File: src/hw/rtl/bhist_pkg.sv
`default_nettype none

package bhist_pkg;

  // Bin store geometry
  localparam int MAX_BINS = 256;
  localparam int BIN_W    = $clog2(MAX_BINS);

  // Field widths
  localparam int CMD_W    = 2;
  localparam int X_W      = 32;
  localparam int SUM_W    = 56;
  localparam int CNT_W    = 32;
  localparam int NBIN_W   = 9;
  localparam int CFG_IDX_W = 2;
  localparam int IN_W     = 72;
  localparam int OUT_W    = 216;

  // Commands
  localparam logic [CMD_W-1:0] CMD_ADD   = 2'd0;
  localparam logic [CMD_W-1:0] CMD_CLEAR = 2'd1;
  localparam logic [CMD_W-1:0] CMD_READ  = 2'd2;

  // Configuration register indexes
  localparam logic [CFG_IDX_W-1:0] REG_X_LOW       = 2'd0;
  localparam logic [CFG_IDX_W-1:0] REG_BIN_SCALE   = 2'd1;
  localparam logic [CFG_IDX_W-1:0] REG_BINS_IN_USE = 2'd2;

  localparam logic signed [SUM_W-1:0] SUM_MAX = {1'b0, {(SUM_W-1){1'b1}}};
  localparam logic signed [SUM_W-1:0] SUM_MIN = {1'b1, {(SUM_W-1){1'b0}}};
  localparam logic [CNT_W-1:0]        CNT_MAX = '1;

  // One bin of the store
  typedef struct packed {
    logic signed [SUM_W-1:0] sum_x;
    logic signed [SUM_W-1:0] sum_y;
    logic [CNT_W-1:0]        count;
  } bh_entry_t;

  // Controller to datapath
  typedef struct packed {
    logic load;
    logic mul;
    logic lookup;
    logic update;
  } bh_ctl_t;

  // Datapath to controller
  typedef struct packed {
    logic out_free;
  } bh_sts_t;

  function automatic logic signed [SUM_W-1:0] sat_add(
    input logic signed [SUM_W-1:0] s,
    input logic signed [X_W-1:0]   v
  );
    logic signed [SUM_W:0] r;
    r = (SUM_W+1)'(s) + (SUM_W+1)'(v);
    if (r[SUM_W] != r[SUM_W-1]) begin
      return r[SUM_W] ? SUM_MIN : SUM_MAX;
    end
    return r[SUM_W-1:0];
  endfunction

  function automatic logic [CNT_W-1:0] sat_inc(input logic [CNT_W-1:0] c);
    return (c == CNT_MAX) ? c : c + 1'b1;
  endfunction

endpackage

`default_nettype wire

File: src/hw/rtl/bhist_ctrl.sv
`default_nettype none

module bhist_ctrl (
  input  wire logic              clk,
  input  wire logic              rst,
  input  wire logic              s_tvalid,
  output logic                   s_tready,
  input  wire bhist_pkg::bh_sts_t sts,
  output bhist_pkg::bh_ctl_t     ctl
);
  import bhist_pkg::*;

  localparam logic [1:0] ST_IDLE = 2'd0;
  localparam logic [1:0] ST_MUL  = 2'd1;
  localparam logic [1:0] ST_BIN  = 2'd2;
  localparam logic [1:0] ST_UPD  = 2'd3;

  logic [1:0] state;
  logic [1:0] state_next;

  assign s_tready = (state == ST_IDLE);

  // Issue one command per state
  always_comb begin
    ctl.load   = s_tvalid && s_tready;
    ctl.mul    = (state == ST_MUL);
    ctl.lookup = (state == ST_BIN);
    ctl.update = (state == ST_UPD) && sts.out_free;
  end

  // Advance through multiply, lookup and update; hold in update until the slot frees
  always_comb begin
    state_next = state;
    case (state)
      ST_IDLE: if (ctl.load) state_next = ST_MUL;
      ST_MUL:  state_next = ST_BIN;
      ST_BIN:  state_next = ST_UPD;
      ST_UPD:  if (sts.out_free) state_next = ST_IDLE;
      default: state_next = ST_IDLE;
    endcase
  end

  always_ff @(posedge clk) begin
    if (rst) begin
      state <= ST_IDLE;
    end else begin
      state <= state_next;
    end
  end

endmodule

`default_nettype wire

File: config.mk
export PLATFORM = sky130hd
export DESIGN_NAME = bhist_ctrl
export DESIGN_NICKNAME = d
export VERILOG_FILES = /design/src/hw/rtl/bhist_pkg.sv /design/src/hw/rtl/bhist_ctrl.sv
export SDC_FILE = /design/constraint.sdc
export NUM_CORES = 1
export LEC_CHECK = 0
export BUFFER_PORTS_ARGS = -buffer_cell sky130_fd_sc_hd__buf_2
export CORE_AREA = 2 2 39 41
export DETAILED_ROUTE_END_ITERATION = 10
export DIE_AREA = 0 0 41 43
export PLACE_DENSITY_LB_ADDON = 0.25
export SLEW_MARGIN = 15
export SYNTH_ARGS = -nofsm -noshare
export SYNTH_HDL_FRONTEND = slang
export SYNTH_SLANG_ARGS = --single-unit
File: constraint.sdc
create_clock -name clk -period 2.93 [get_ports clk]
set_clock_uncertainty 0.05 [all_clocks]
set_input_delay 0.7325 -clock clk [delete_from_list [all_inputs] [get_ports clk]]
set_output_delay 0.7325 -clock clk [all_outputs]
set_load 0.02 [all_outputs]
* After elaboration in Yosys (flattened, before gate mapping) *
Index checks and enable logic that the tools add are counted.

word-level totals
  RAM bits = 0
  word-level logic and storage cells = 13
  output and inout bits = 5
  register bits after elaboration = 2
  memories kept = 0
  bits in read-only memories = 0
  bits in latches = 0
  bits of input ports = 4

cells by class
  multipliers = 0
  shift operators = 0
  add/sub/neg operators = 0
  divide/modulo/power cells = 0
  equal/unequal tests = 5
  order comparisons = 0
  reductions and logical operators = 4
  muxes and demuxes = 3
  bitwise gates (word level) = 0

operator list
  cell                                           number
  one-hot mux 2 bit (4 select lines)             1
  == test 2 bit, second input constant           2
  2-to-1 mux 2 bit                               2
  == test 2 x 1 -> 1 bit, second input constant  1
  logical AND 1 bit                              2
  logical NOT 2 bit                              1
  != test 2 x 1 -> 1 bit, second input constant  1
  != test 2 bit, second input constant           1
  AND reduction 2 bit                            1

* Longest topological paths before layout *
  depth in word-level cells = 4
  depth in mapped cells = 4
  mapped depth without buffers = 4

* Least setup slack after synthesis *
OpenSTA, ideal clock, no wires.

  path kind = reg2out
  from = register state[0]
  to = output port ctl[3] (netlist name)
  path buffers = 0
  arrival = 0.959 ns
  setup slack = 1.188 ns
  cell stages (with the launch flop) = 4
  cell sequence = dfxtp_1 -> inv_1 -> ha_1 -> and2_1

RTL lines
  element                   line              source
  start: declaration        bhist_ctrl.sv:18  logic [1:0] state;
  start signal: assignment  bhist_ctrl.sv:47  state <= state_next;
  end: declaration          bhist_ctrl.sv:9   output bhist_pkg::bh_ctl_t ctl

==> summary.txt <==
Yosys
  • Post-Synthesis Cells: 19
  • Post-synth top area share: 0.2920
  • Syn_area_per_cell: 9.022 um2
  • Top post-synthesis cells by count: ha_1, inv_1, dfxtp_1, nand2_1
  • Library cells used by synthesis: 11
  • Synth warnings: 0
  • Ys flop type: dfxtp_1
  • Number of enable flip-flop cells after synthesis: 0
  • Register area share after synthesis: 0.2336
  • Synth area leader: ha_1
  • Syn nets: 27
  • Ys async rst share: 0
  • Register bit total from synthesis: 2
  • Syn Std Cell Area: 171.4 um2
  • Largest cells by area after synthesis: ha_1, dfxtp_1, inv_1

Floorplan
  • Chip Width: 41 um
  • Rows: 14
  • # IOs: 9
  • Core ar.: 0.001384 mm2
  • Die Y-Extent: 43 um
  • Die area: 0.001763 mm2
  • Effective utilization at floorplan: 0.1239

Clocking
  • H-tree depth: 1
  • Max Buffers Root-to-Sink: 2
  • Clk sinks: 2
  • CTS Buf Count: 3
  • CTS clk-pin slew, worst paths: 30 ps
  • Worst-Skew Late Latency: 220 ps
  • Clock root buffer: clkbuf_4
  • CTS tree: done
  • Post-CTS Setup Bufs: 0
  • Post-CTS sizing: 0
  • Cts hold-fix bufs: 0

Final layout
  • Multi-input logic area: 116.4 um2
  • Final core utilization: 0.1835
  • Top reg by flops: state
  • Layout cells sized above 1: 0.4333
  • Layout Nets: 40
  • FF/Latch Area: 40.04 um2
  • Area Overhead vs Synth: 48.18%
  • Fillers: 156
  • Largest regs: state (2)
  • Ant. Diodes: 0
  • Max reg flops: 2

Power
  • Net Sw Power: 0.09058 mW
  • Pwr dens: 861.9 mW/mm2
  • Switching Share: 0.4138
  • Max VDD drop: 0.2227 mV
  • Power share of the clock group: 0.273
  • Reg power frac: 0.222
  • Int Pwr: 0.1283 mW
  • Combinational Power Share: 0.505
  • LEAKAGE: 0.1445 nW

Worst setup path
  • Setup crit end kind: output pin
  • Req. time, crit path: 2150 ps
  • Register-to-Register Path Depth: 4
  • Slowest CP cell: dfxtp_1
  • Max incr delay on CP: 370 ps
  • Crit-path max FO: 4
  • CP cell instances: inv_1 -> ha_1 -> and2_1 -> buf_2
  • Worst setup SP type: register
  • Arr. time, crit path: 1190 ps
  • Critical path class: register to output pin

Hold path
  • Hold Crit Depth: 2
  • Hold/Removal Path Class: register to register

Routing
  • Via density: 3.152
  • Initial DRC Count: 0
  • Initial DRT Pass Iterations: 1
  • Final ANT Viol Nets: 0
  • Drt wl/cell: 6.478 um
  • DRT Wirelength: 298 um
  • DRC errors left: 0
  • Via count: 145

Global route
  • Initial antenna violation count: 0
  • Vias in the first global route: 120
  • First-pass GRT wire length: 441 um
  • Overall routing resource usage: 0.04008
  • Largest net degree at the start of global routing: 5
  • Global route overflow: 0

Placed design
  • Port Buffers: 8
  • Routability cong.: 0.5971
  • Detailed placer's ending HPWL: 242.1 um

Timing
  • Max Freq: 508.2 MHz
  • Worst slew pin tran: 214.1 ps
  • TNS Setup: 0 ps
  • Period Utilization, post-route: 0.6715
  • Endpoints failing setup: 0
  • RSZ-0062 raised after global routing: false
  • Final Hold Fails: 0
  • Post-layout min period: 1968 ps
  • Max-slew violations: 0
  • Max transition margin: 0.8573

Flow run
  • Max-cap violations: 0

Status
  • Outcome: completed
## logic make-up after synthesis
logic type	share of synthesized area
adder cells (fa/ha/maj)	0.2920
flip-flops	0.2336
buffers and inverters	0.08757
AND/OR/NAND/NOR	0.2409
multiplexers	0.05840
AO/OA/AOI/OAI	0.08757
## per-stage QoR
stage                     setup slack [ps]  total power, mW  hold WS, ps  std cells  cell area, um2
final                                962.5           0.2189        462.1         46           254.0
after global routing                 881.4           0.2417        482.4         46           254.0
after CTS                            941.7           0.2259        464.7         46           254.0
after detailed placement             969.0           0.1618        460.6         43           231.5
after global placement               968.7           0.1627        448.6         43           231.5
after floorplan                       1188           0.1342        417.7         19           171.4
## power groups by stage
stage / Clock [mW] / Sequential, mW / Combinational [mW]
finish: 0.0597 / 0.0486 / 0.111
global placement: 0 / 0.0491 / 0.114
detailed placement: 0 / 0.0491 / 0.113
CTS: 0.0644 / 0.0486 / 0.113
global route: 0.0659 / 0.0501 / 0.126
floorplan: 0 / 0.0459 / 0.0883
## layout by cell type (no fill, tap or decap)
cell type  count
o211a_1        1
buf_2          8
mux2i_1        1
dfxtp_1        2
inv_1          4
nor2b_4        1
and2_2         1
clkbuf_4       3
a21oi_1        1
nand2_1        2
or3_1          1
and2_1         1
ha_1           4
## worst paths after layout
| kind | start | to | slack (ps) |
|---|---|---|---|
| setup / recovery | state[0]$_SDFFE_PP0P_ | ctl[3] | 960 |
| hold / removal | state[1]$_SDFFE_PP0P_ | state[1]$_SDFFE_PP0P_ | 460 |
| hold reg to reg | state[1]$_SDFFE_PP0P_ | state[1]$_SDFFE_PP0P_ | 460 |
| setup reg to reg | state[0]$_SDFFE_PP0P_ | state[0]$_SDFFE_PP0P_ | 1580 |
## worst max-delay path: cells and delay by family (launching register included)
kind,cells,cell delay [ps]
buffers and inverters,2,230
flip-flops,1,370
AND/OR/NAND/NOR,1,140
adder cells (fa/ha/maj),1,230
## layout make-up
class,count,share of cell area
Clock buffer,3,0.08867
Inverter,4,0.05911
Multi-Input combinational cell,13,0.4581
Sequential cell,2,0.1576
Tap cell,16,0.07882
Timing Repair Buffer,8,0.1576
## routing by layer
| metal | vias to the layer above | share of wire | GRT usage | wire length (um) |
|---|---|---|---|---|
| li1 | 83 | - | - | - |
| met1 | 54 | 0.51 | 0.05431 | 153 |
| met2 | 8 | 0.33 | 0.03438 | 98 |
| met3 | 0 | 0.15 | 0.03141 | 45 |
| met4 | 0 | 0 | 0.04000 | 0 |
| met5 | - | 0 | 0 | 0 |
Power figures use the tool's default switching activity.
